File: src/rtl/iak_pkg.sv
// Package for the interval admission block: payload types, controller command and
// status structs, and the field widths and limits shared by the datapath and the testbench.
// Depends on nothing; the other modules and the testbench refer to it by scoped names.
`default_nettype none

package iak_pkg;

   // Field widths of the request, response and configuration payloads.
   localparam int TIME_W  = 32;
   localparam int LIMIT_W = 7;
   localparam int BUSY_W  = 7;
   localparam int TOTAL_W = 24;

   // Default number of server slots.
   localparam int MAX_SERVERS_DEF = 64;

   // Reset value of the server limit and the saturation points of the outputs.
   localparam logic [LIMIT_W-1:0] LIMIT_RESET = 7'd1;
   localparam logic [BUSY_W-1:0]  BUSY_MAX    = 7'd127;
   localparam logic [TOTAL_W-1:0] TOTAL_MAX   = 24'hFF_FFFF;

   typedef struct packed {
      logic [TIME_W-1:0] arrival_time;
      logic [TIME_W-1:0] departure_time;
      logic              first_of_run;
   } req_payload_type;

   typedef struct packed {
      logic               admitted;
      logic [BUSY_W-1:0]  busy_after;
      logic [TOTAL_W-1:0] admitted_total;
   } rsp_payload_type;

   typedef struct packed {
      logic [LIMIT_W-1:0] server_limit;
   } csr_payload_type;

   // Commands from the controller to the datapath.
   typedef struct packed {
      logic addr_clear;
      logic addr_step;
      logic clear_wr;
      logic read;
      logic load;
      logic commit;
   } dp_cmd_type;

   // Status from the datapath to the controller.
   typedef struct packed {
      logic addr_last;
      logic rd_live;
      logic rsp_hold;
   } dp_status_type;

endpackage

`default_nettype wire

File: src/rtl/iak_chan_if.sv
// Valid/ready channel interface used for the request, response and configuration ports.
// The payload type is a parameter; the types themselves come from iak_pkg.
`default_nettype none

interface iak_chan_if #(
   parameter type payload_type = logic
) ();
   logic        valid;
   logic        ready;
   payload_type payload;

   modport source (output valid, output payload, input ready);
   modport sink   (input valid, input payload, output ready);
endinterface

`default_nettype wire

File: src/rtl/iak_datapath.sv
// Datapath of the interval admission block: slot memory, scan pipeline, busy count,
// admit decision, admitted total, server limit register and response register.
// Depends on iak_pkg for payload, command and status types.
`default_nettype none

module iak_datapath #(
   parameter int MAX_SERVERS = iak_pkg::MAX_SERVERS_DEF
) (
   input  wire                           clock,
   input  wire                           reset,
   input  iak_pkg::req_payload_type      req_payload,
   input  wire                           csr_write,
   input  wire [iak_pkg::LIMIT_W-1:0]    csr_limit,
   input  iak_pkg::dp_cmd_type           cmd,
   output iak_pkg::dp_status_type        status,
   output logic                          rsp_valid,
   input  wire                           rsp_ready,
   output iak_pkg::rsp_payload_type      rsp_payload
);

   localparam int AW = (MAX_SERVERS > 1) ? $clog2(MAX_SERVERS) : 1;
   localparam int BW = $clog2(MAX_SERVERS + 1);
   localparam int CW = (BW > iak_pkg::LIMIT_W) ? BW : iak_pkg::LIMIT_W;
   localparam int WW = iak_pkg::TIME_W + 1;
   localparam logic [AW-1:0] LAST_ADDR = AW'(MAX_SERVERS - 1);

   // Each memory word holds a valid flag above the stored departure time.
   logic [WW-1:0] slot_mem [MAX_SERVERS];

   logic [iak_pkg::LIMIT_W-1:0]  limit_ff;
   logic [AW-1:0]                addr_ff, addr_in;
   logic [WW-1:0]                rd_word_ff;
   logic [AW-1:0]                rd_idx_ff;
   logic                         rd_live_ff;
   logic [iak_pkg::TIME_W-1:0]   arr_ff, dep_ff;
   logic                         first_ff;
   logic [BW-1:0]                busy_ff, busy_in;
   logic                         found_ff, found_in;
   logic [AW-1:0]                free_idx_ff, free_idx_in;
   logic [iak_pkg::TOTAL_W-1:0]  total_ff, total_in;
   logic                         rsp_valid_ff;
   iak_pkg::rsp_payload_type     rsp_ff;

   logic                         rd_valid;
   logic [iak_pkg::TIME_W-1:0]   rd_end;
   logic                         keep_slot;
   logic                         drop_slot;
   logic [CW-1:0]                busy_c, lim_c, cap_c, eff_c, after_c;
   logic                         admit;
   logic [iak_pkg::BUSY_W-1:0]   busy_out;
   logic [iak_pkg::TOTAL_W-1:0]  total_base;

   // Server limit register, written from the configuration port.
   always_ff @(posedge clock) begin
      if (reset) begin
         limit_ff <= iak_pkg::LIMIT_RESET;
      end else if (csr_write) begin
         limit_ff <= csr_limit;
      end
   end

   // Slot address counter shared by the clearing pass and the scan.
   always_comb begin
      addr_in = addr_ff;
      if (cmd.addr_clear) begin
         addr_in = '0;
      end else if (cmd.addr_step) begin
         addr_in = addr_ff + AW'(1);
      end
   end

   always_ff @(posedge clock) begin
      if (reset) begin
         addr_ff <= '0;
      end else begin
         addr_ff <= addr_in;
      end
   end

   // A slot read last cycle stays busy only if it is valid, the run continues
   // and its departure lies after the new arrival.
   assign rd_valid  = rd_word_ff[iak_pkg::TIME_W];
   assign rd_end    = rd_word_ff[iak_pkg::TIME_W-1:0];
   assign keep_slot = rd_valid && !first_ff && (rd_end > arr_ff);
   assign drop_slot = rd_live_ff && rd_valid && !keep_slot;

   // Admit decision against the limit, capped at the number of slots.
   always_comb begin
      busy_c     = CW'(busy_ff);
      lim_c      = CW'(limit_ff);
      cap_c      = CW'(MAX_SERVERS);
      eff_c      = (lim_c > cap_c) ? cap_c : lim_c;
      admit      = busy_c < eff_c;
      after_c    = busy_c + CW'(admit);
      busy_out   = (after_c > CW'(iak_pkg::BUSY_MAX)) ? iak_pkg::BUSY_MAX
                                                       : after_c[iak_pkg::BUSY_W-1:0];
      total_base = first_ff ? '0 : total_ff;
      total_in   = (admit && (total_base != iak_pkg::TOTAL_MAX))
                   ? total_base + iak_pkg::TOTAL_W'(1) : total_base;
   end

   // Slot memory: one write port (clearing, freeing or admitting) and one read port.
   always_ff @(posedge clock) begin
      if (cmd.clear_wr) begin
         slot_mem[addr_ff] <= '0;
      end else if (drop_slot) begin
         slot_mem[rd_idx_ff] <= '0;
      end else if (cmd.commit && admit) begin
         slot_mem[free_idx_ff] <= {1'b1, dep_ff};
      end
   end

   always_ff @(posedge clock) begin
      if (cmd.read) begin
         rd_word_ff <= slot_mem[addr_ff];
         rd_idx_ff  <= addr_ff;
      end
   end

   always_ff @(posedge clock) begin
      if (reset) begin
         rd_live_ff <= 1'b0;
      end else begin
         rd_live_ff <= cmd.read;
      end
   end

   // Request capture.
   always_ff @(posedge clock) begin
      if (cmd.load) begin
         arr_ff   <= req_payload.arrival_time;
         dep_ff   <= req_payload.departure_time;
         first_ff <= req_payload.first_of_run;
      end
   end

   // Busy count and lowest free slot, gathered one slot per cycle.
   always_comb begin
      busy_in     = busy_ff;
      found_in    = found_ff;
      free_idx_in = free_idx_ff;
      if (cmd.load) begin
         busy_in  = '0;
         found_in = 1'b0;
      end else if (rd_live_ff) begin
         if (keep_slot) begin
            busy_in = busy_ff + BW'(1);
         end else if (!found_ff) begin
            found_in    = 1'b1;
            free_idx_in = rd_idx_ff;
         end
      end
   end

   always_ff @(posedge clock) begin
      busy_ff     <= busy_in;
      found_ff    <= found_in;
      free_idx_ff <= free_idx_in;
   end

   // Admitted total of the run.
   always_ff @(posedge clock) begin
      if (reset) begin
         total_ff <= '0;
      end else if (cmd.commit) begin
         total_ff <= total_in;
      end
   end

   // Response register: holds one result until the sink takes it.
   always_ff @(posedge clock) begin
      if (reset) begin
         rsp_valid_ff <= 1'b0;
      end else if (cmd.commit) begin
         rsp_valid_ff <= 1'b1;
      end else if (rsp_ready) begin
         rsp_valid_ff <= 1'b0;
      end
   end

   always_ff @(posedge clock) begin
      if (cmd.commit) begin
         rsp_ff.admitted       <= admit;
         rsp_ff.busy_after     <= busy_out;
         rsp_ff.admitted_total <= total_in;
      end
   end

   assign rsp_valid   = rsp_valid_ff;
   assign rsp_payload = rsp_ff;

   assign status.addr_last = (addr_ff == LAST_ADDR);
   assign status.rd_live   = rd_live_ff;
   assign status.rsp_hold  = rsp_valid_ff && !rsp_ready;

endmodule

`default_nettype wire

File: src/rtl/iak_controller.sv
// Controller of the interval admission block: clearing pass after reset, request
// intake, slot scan and decision, issuing commands to iak_datapath.
// Depends on iak_pkg for the command and status structs.
`default_nettype none

module iak_controller (
   input  wire                      clock,
   input  wire                      reset,
   input  wire                      req_valid,
   output logic                     req_ready,
   input  iak_pkg::dp_status_type   status,
   output iak_pkg::dp_cmd_type      cmd
);

   typedef enum logic [2:0] {
      ST_CLEAR,
      ST_IDLE,
      ST_SCAN,
      ST_DRAIN,
      ST_DECIDE
   } state_type;

   state_type state_ff, state_in;

   // Next state and commands.
   always_comb begin
      state_in = state_ff;
      cmd      = '0;
      unique case (state_ff)
         ST_CLEAR: begin
            cmd.clear_wr = 1'b1;
            if (status.addr_last) begin
               cmd.addr_clear = 1'b1;
               state_in       = ST_IDLE;
            end else begin
               cmd.addr_step = 1'b1;
            end
         end
         ST_IDLE: begin
            if (req_valid) begin
               cmd.load = 1'b1;
               state_in = ST_SCAN;
            end
         end
         ST_SCAN: begin
            cmd.read = 1'b1;
            if (status.addr_last) begin
               cmd.addr_clear = 1'b1;
               state_in       = ST_DRAIN;
            end else begin
               cmd.addr_step = 1'b1;
            end
         end
         ST_DRAIN: begin
            state_in = ST_DECIDE;
         end
         ST_DECIDE: begin
            if (!status.rsp_hold) begin
               cmd.commit = 1'b1;
               state_in   = ST_IDLE;
            end
         end
         default: begin
            state_in = ST_CLEAR;
         end
      endcase
   end

   // State register.
   always_ff @(posedge clock) begin
      if (reset) begin
         state_ff <= ST_CLEAR;
      end else begin
         state_ff <= state_in;
      end
   end

   assign req_ready = (state_ff == ST_IDLE);

endmodule

`default_nettype wire

File: src/rtl/interval_admission_k_servers.sv
// Top level of the interval admission block for k servers.
// Depends on iak_pkg, iak_chan_if, iak_controller and iak_datapath.
//
//   Channel   Modport  Payload             Direction
//   req_chan  sink     req_payload_type    request intervals in
//   rsp_chan  source   rsp_payload_type    admit results out
//   csr_chan  sink     csr_payload_type    server_limit writes in
//
// Each request is handled by a scan that reads the slot memory one slot per cycle through
// its single port; no new request is taken until the decision for the previous one is made.
// After reset a clearing pass empties the slot memory; no request is taken meanwhile, but
// configuration writes are. Reset is synchronous and active high.
// The result sits in an output register; a stalled sink holds the next decision only.
`default_nettype none

module interval_admission_k_servers #(
   parameter int MAX_SERVERS = iak_pkg::MAX_SERVERS_DEF
) (
   input wire         clock,
   input wire         reset,
   iak_chan_if.sink   req_chan,
   iak_chan_if.source rsp_chan,
   iak_chan_if.sink   csr_chan
);

   iak_pkg::dp_cmd_type    cmd;
   iak_pkg::dp_status_type status;
   iak_pkg::rsp_payload_type rsp_payload;
   logic                   rsp_valid;
   logic                   req_ready;

   // The limit register takes a write in any cycle.
   assign csr_chan.ready = 1'b1;

   iak_controller u_ctrl (
      .clock     (clock),
      .reset     (reset),
      .req_valid (req_chan.valid),
      .req_ready (req_ready),
      .status    (status),
      .cmd       (cmd)
   );

   iak_datapath #(
      .MAX_SERVERS (MAX_SERVERS)
   ) u_dp (
      .clock       (clock),
      .reset       (reset),
      .req_payload (req_chan.payload),
      .csr_write   (csr_chan.valid),
      .csr_limit   (csr_chan.payload.server_limit),
      .cmd         (cmd),
      .status      (status),
      .rsp_valid   (rsp_valid),
      .rsp_ready   (rsp_chan.ready),
      .rsp_payload (rsp_payload)
   );

   assign req_chan.ready   = req_ready;
   assign rsp_chan.valid   = rsp_valid;
   assign rsp_chan.payload = rsp_payload;

   // An accepted request starts the slot scan in the next cycle.
   a_scan_follows_accept: assert property (@(posedge clock) disable iff (reset)
      (req_chan.valid && req_chan.ready) |=> cmd.read)
      else $error("slot scan did not start after a request was accepted");

   // The decision is taken only after the last slot read has been evaluated.
   a_commit_after_drain: assert property (@(posedge clock) disable iff (reset)
      cmd.commit |-> !status.rd_live)
      else $error("decision taken while a slot read was still pending");

   // The clearing write, decision commit, request capture and slot read commands never overlap.
   a_single_writer: assert property (@(posedge clock) disable iff (reset)
      $onehot0({cmd.clear_wr, cmd.commit, cmd.load, cmd.read}))
      else $error("conflicting datapath commands");

   // A new response appears only as the result of a decision.
   a_rsp_from_commit: assert property (@(posedge clock) disable iff (reset)
      $rose(rsp_chan.valid) |-> $past(cmd.commit))
      else $error("response raised without a decision");

endmodule

`default_nettype wire

File: src/flat_wrapper.sv
// flat-port wrapper written by rule: the top's interface ports become plain ports
module interval_admission_k_servers_flat 
#(
   parameter int MAX_SERVERS = iak_pkg::MAX_SERVERS_DEF
)
  (clock, reset, req_chan_valid, req_chan_payload, req_chan_ready, rsp_chan_valid, rsp_chan_payload, rsp_chan_ready, csr_chan_valid, csr_chan_payload, csr_chan_ready);
  iak_chan_if #(.payload_type(iak_pkg::req_payload_type)) req_chan_i ();
  iak_chan_if #(.payload_type(iak_pkg::rsp_payload_type)) rsp_chan_i ();
  iak_chan_if #(.payload_type(iak_pkg::csr_payload_type)) csr_chan_i ();
  input wire clock;
  input wire reset;
  input wire logic [$bits(req_chan_i.valid)-1:0] req_chan_valid;
  input wire logic [$bits(req_chan_i.payload)-1:0] req_chan_payload;
  output wire logic [$bits(req_chan_i.ready)-1:0] req_chan_ready;
  output wire logic [$bits(rsp_chan_i.valid)-1:0] rsp_chan_valid;
  output wire logic [$bits(rsp_chan_i.payload)-1:0] rsp_chan_payload;
  input wire logic [$bits(rsp_chan_i.ready)-1:0] rsp_chan_ready;
  input wire logic [$bits(csr_chan_i.valid)-1:0] csr_chan_valid;
  input wire logic [$bits(csr_chan_i.payload)-1:0] csr_chan_payload;
  output wire logic [$bits(csr_chan_i.ready)-1:0] csr_chan_ready;
  assign req_chan_i.valid = req_chan_valid;
  assign req_chan_i.payload = req_chan_payload;
  assign req_chan_ready = req_chan_i.ready;
  assign rsp_chan_valid = rsp_chan_i.valid;
  assign rsp_chan_payload = rsp_chan_i.payload;
  assign rsp_chan_i.ready = rsp_chan_ready;
  assign csr_chan_i.valid = csr_chan_valid;
  assign csr_chan_i.payload = csr_chan_payload;
  assign csr_chan_ready = csr_chan_i.ready;
  interval_admission_k_servers #(.MAX_SERVERS(MAX_SERVERS)) u_core (.clock(clock), .reset(reset), .req_chan(req_chan_i), .rsp_chan(rsp_chan_i), .csr_chan(csr_chan_i));
endmodule
File: config.mk
export PLATFORM = sky130hd
export DESIGN_NAME = interval_admission_k_servers_flat
export DESIGN_NICKNAME = d
export VERILOG_FILES = /design/src/rtl/iak_pkg.sv /design/src/rtl/iak_chan_if.sv /design/src/rtl/iak_datapath.sv /design/src/rtl/iak_controller.sv /design/src/rtl/interval_admission_k_servers.sv /design/src/flat_wrapper.sv
export SDC_FILE = /design/constraint.sdc
export NUM_CORES = 2
export LEC_CHECK = 0
export ABC_AREA = 1
export BUFFER_PORTS_ARGS = -buffer_cell sky130_fd_sc_hd__buf_2
export CAP_MARGIN = 10
export CORE_MARGIN = 1
export CORE_UTILIZATION = 47
export CTS_CLUSTER_DIAMETER = 120
export DETAILED_ROUTE_END_ITERATION = 8
export GPL_TIMING_DRIVEN = 0
export HOLD_SLACK_MARGIN = 0.02
export SLEW_MARGIN = 0
export SYNTH_ARGS = -nofsm -noshare
export SYNTH_HDL_FRONTEND = slang
export SYNTH_SLANG_ARGS = --single-unit
File: constraint.sdc
create_clock -name clock -period 11.06 [get_ports clock]
set_input_delay 2.212 -clock clock [delete_from_list [all_inputs] [get_ports clock]]
set_output_delay 2.212 -clock clock [all_outputs]
set_load 0.01 [all_outputs]
* After elaboration in Yosys (flattened, before gate mapping)
Memory sizes are Yosys's and may differ from the RTL's. A register that Yosys moved wholly into a read port is not among the register bits. Cells that the tools add are included. Widths: inputs -> output; s select.
Storage, ports and cells: register bits 159, bits in writable memories 2112, input bits 77, output and inout port bits 35, logic and storage cells 92, memories 1
Memories:
- u_core.u_dp.slot_mem | words 64, bits a word 33, read ports 1, clocked after memory_dff 1, write ports 1, RTL line iak_datapath.sv:28 | logic [WW-1:0] slot_mem [MAX_SERVERS];
Cells by class: add/sub/neg operators 4, $lt $le $gt $ge 4, equality and inequality tests 10, muxes and demuxes 34, bitwise gates (word level) 3, reduce and logical (&&, ||, !) cells 20
Operator list (count):
- $mux 33 | 2
- $reduce_or 33->1 | 2
- $mux 24 | 2
- $gt 32x32->1 | 1
- $add 24x1->24 const B | 1
- $ne 24x24->1 const B | 1
- $mux 1 | 21
- $pmux 3 s5 | 1
- $gt 7x7->1 const B | 2
- $mux 3 | 4
- $mux 6 | 2
- $reduce_and 4->1 | 2
- $add 7x1->7 | 1
- $add 7x1->7 const B | 1
- $logic_and 1x1->1 | 7
- $lt 7x7->1 | 1
- $mux 7 | 1
- $add 6x1->6 const B | 1
- $eq 3x2->1 const B | 2
- $eq 6x6->1 const B | 1
- $ne 2x1->1 const B | 2
- $ne 2x2->1 const B | 2
- $reduce_and 2->1 | 2
- $reduce_or 2->1 | 2
- 7 further kinds | 11

* Longest topological paths before layout
word-level depth 11, depth in mapped cells 22, depth with buffers taken out 22

* Cells and area by module
A second synthesis with hierarchy kept.
Unflattened totals: cells, all modules 6753, area, all modules 90520.6 um^2
By module, submodules not included:
- iak_datapath | times used 1, cells each 6717, area each 90301.6 um^2, seq. area each 68625.8 um^2
- iak_controller | times used 1, cells each 34, area each 207.7 um^2, seq. area each 60.1 um^2
- interval_admission_k_servers | times used 1, cells each 2, area each 11.3 um^2, seq. area each 0.0 um^2

* Worst setup path after synthesis
No wires, ideal clock.
path kind input port to flip-flop, start in rsp_chan_ready, end mem u_core.u_dp.slot_mem[11][0] (netlist bit), enable pin, library setup time 0.423 ns, arrival time 6.666 ns, data required time 10.637 ns, setup slack 3.971 ns, stages 10, path buffers 0, cell sequence nor2_1 > nor2_1 > inv_1 > nor2_1 > nand2_4 > inv_2 > nand2_1 > o21ai_4 > nand3_2 > nor2_1
RTL lines:
- from (decl) | RTL line flat_wrapper.sv:17 | input wire logic [$bits(rsp_chan_i.ready)-1:0] rsp_chan_ready;
- to (decl) | RTL line iak_datapath.sv:28

==> metrics <==
synthesized area around 91,000 um2; hold violation total from the final report 0; Yosys warnings 0; post-synthesis cell type count 55; Mapped Cells ~6,800; sw frac 31.70%; Root Driver clkbuf_16; hold slack approximately 0.45 ns; Avg Inst Size Synth about 13 um2; Syn Nets between 6,000 and 7,000; Synth area leaders edfxtp_1, o21ai_0, nor2_1; PwrDens about 210 nW/um2; nets 7,427; worst path arrival time between 6 and 7 ns; routed wire length approximately 370,000 um; Leakage Power approximately 0.037 uW; Clock power frac around a third; Yosys reg bits ~2,300; sequential group share of total power approximately 44%; die span in y about 440 um; clk slew on worst S/H paths roughly 0.070 ns; setup total negative slack 0 ns; critical path peak fanout 43; starting DRC count in detailed routing around 13,000; Peak VDD IR 0.1921 mV; Internal Power approximately 15,000 uW; sw power between 6000 and 7000 uW; clock tree sinks 2,304; via count between 60,000 and 70,000; layout cells sized above 1 a little under an eighth; logic gate share of total power between 20% and 30%; Final Max Tran Viols 0; Die ar. about 200,000 um2; final worst path period share between 50% and 60%; largest net degree at the start of global routing 45; Worst Setup End Kind flop; cts hold-fix bufs 0; outcome completed; area share of the leading cell type in the synthesized netlist 74.57%; Tightest Pin Transition 1.482 ns; initial antenna violation count 27; CTS Buf Count between 200 and 250; Clock Path Buffers 3; chip width between 400 and 500 um; Final WS setup 4.807 ns; Setup violations, final 0; fin crit period ~6.3 ns; area delta synth->final 16.99%; clock latency on the worst-skew pair slightly above 0.9 ns; Total Routing Usage GR between 30% and 40%; Final ANT Viol Nets 0; final global-route overflow total 0; Starting Density between 40 and 50%; worst slack, placed slightly above 4 ns; slew margin rel. roughly 1.2%; number of remaining DRC errors 0; cell accounting for the most synthesized area edfxtp_1; first-pass GRT wire length a little under 500,000 um; TritonCTS clock tree done; Startpoint Class input pin; CTS H-tree lvls 4; Fmax 159.9 MHz; drt wl/cell 37.09 um; number of global-route vias before repair between 60,000 and 70,000; core area ~190,000 um2; worst clock skew 0.05986 ns; utilization after layout a little under three fifths; post-detail-place hpwl 260,900 um; max cap viols 0; setup bufs post-CTS 0; Hold Crit Start u_core.u_dp.rd_idx_ff[5]; Worst Setup SP rsp_chan_ready; Port Buffer Count between 100 and 150; register area share after synthesis about three quarters; Final Wtd Congestion 0.9750; Hold Crit Class reg2reg; vias per inst ~6.7; RSZ-0062 raised after global routing false; Critical Setup Path Class in2reg; reg2reg start u_core.u_dp.addr_ff[0]; Site Rows 160; post_cts resized 0; io pins roughly 110; Worst EP required around 12 ns; Pre-antenna DRT Iters 9
-- worst max-delay path, stage by stage --
cell,delay (ns)
buf_2,0.08
nor2_1,0.07
nor2_4,0.79
inv_1,0.17
nor2_1,0.34
nand2_4,0.12
inv_2,0.66
nand2_1,0.23
o21ai_4,0.19
nand3_2,0.44
nor2_4,0.95
buf_16,0.28
buf_12,0.21
-- cell families (layout without fill, tap and decap cells) --
group                      count (synthesis)  after routing  share of synthesized area, %
DFF                                     2304           2304                         75.68
AOI/OAI and AO/OA                       1902           1902                         12.22
and+or+nand+nor                         1877           1877                         8.426
buffers and inverters                    646           1337                         2.845
adders and majority gates                 43             43                        0.5928
xor gates and xnor gates                  24             24                        0.2316
other                                      1             20                      0.004132
-- cell type report --
| cell class | count | area [um2] |
|---|---|---|
| repair buffers | 281 | 4254 |
| clock inverters | 111 | 1147 |
| diodes | 19 | 47.55 |
| flip-flops and latches | 2304 | 68690 |
| clock buffers | 299 | 6077 |
| plain buffers | 463 | 1902 |
| well taps | 2511 | 3142 |
| fillers | 15440 | 84800 |
| multi-input cells | 3847 | 20240 |
| inverters | 183 | 689.4 |
-- metal layers --
layer,vias to the layer above,global-route usage [%],share of wire (%)
met5,-,0.3421,0.070
met4,26,24.82,8.1
met3,1299,14.01,16
met2,5743,53.07,41
met1,33050,48.40,35
li1,26570,-,-
-- worst paths after layout --
| check | cells after the start | to | slack, ns |
|---|---|---|---|
| setup reg to reg | 11 | u_core.u_dp.rd_word_ff[19] | 5.45 |
| hold reg to reg | 0 | u_core.u_dp.free_idx_ff[5] | 0.45 |
| hold / removal | 0 | u_core.u_dp.free_idx_ff[5] | 0.45 |
| setup / recovery | 13 | u_core.u_dp.slot_mem[14][20] | 4.81 |
-- cells in the final DEF, fill, tap and decap left out, types with 11 or more instances in the layout --
cell          n
clkinv_2     33
inv_2        11
a31oi_1      34
buf_2       191
o221ai_1    206
buf_1        23
nand3_1     179
inv_1       168
ha_1         43
a21oi_1     127
nor3_1       14
nor2_2       12
o21ai_2      11
o22ai_1     321
edfxtp_1   2254
clkbuf_16   232
buf_16       41
clkbuf_1    407
dfxtp_1      50
nor2_1     1133
bufinv_16    18
diode_2      19
o21ai_1      25
clkinv_1     44
a221o_1      12
buf_12      124
nand2_1     347
nor2_4      101
o21ai_0    1084
nand4_1      52
xor2_1       23
o211ai_1     56
-- power groups by stage --
stage | Clock [uW] | Sequential (uW) | Combinational, uW
2_1_floorplan | 0 | 9920 | 2060
4_1_cts | 7670 | 9750 | 4210
3_5_place_dp | 0 | 9930 | 4190
5_1_grt | 7990 | 9760 | 4540
3_3_place_gp | 0 | 9960 | 4020
6_report | 7720 | 9750 | 4480
-- state kept, by name, summed over array words and instances (netlist names) --
signal and cells:
u_core.u_dp.lim_c 7, u_core.u_dp.rd_live_ff 1, u_core.u_dp.total_ff 24, u_core.u_dp.arr_ff 32, u_core.u_dp.rd_word_ff 33, u_core.u_dp.rsp_valid 1
u_core.u_dp.rsp_payload 32, u_core.u_dp.dep_ff 32, u_core.u_dp.found_ff 1, u_core.u_dp.busy_c 7, u_core.u_dp.free_idx_ff 6, u_core.u_dp.slot_mem 2112
u_core.u_dp.first_ff 1, u_core.u_ctrl.state_ff 3, u_core.u_dp.rd_idx_ff 6, u_core.u_dp.addr_ff 6
-- stage by stage --
step                std cells  total power, uW  area (um2)
floorplan                6797            11980       90760
global placement         9417            13980       94450
detailed placement       9584            14130       98830
CTS                      9994            21630      106100
global route            10000            22300      106100
finish                  10020            21950      106200
-- synthesized netlist by cell type, drive strengths merged --
library cell,number
nand3,185
o311ai,1
nand3b,2
buf,114
conb,1
a31oi,34
a221o,12
nand4,54
clkinv,3
o21a,4
nor3,15
a21o,1
or2,2
nor2,1246
inv,180
xnor2,1
o211ai,56
a21oi,128
a32o,10
o22ai,321
nor4,8
nor3b,2
a211oi,1
o21bai,1
edfxtp,2254
ha,43
o221ai,206
a221oi,6
and3,3
clkbuf,349
dfxtp,50
xor2,23
o21ai,1121
and2,1
nand2,359
No activity file was read; power rests on OpenSTA's default activity.
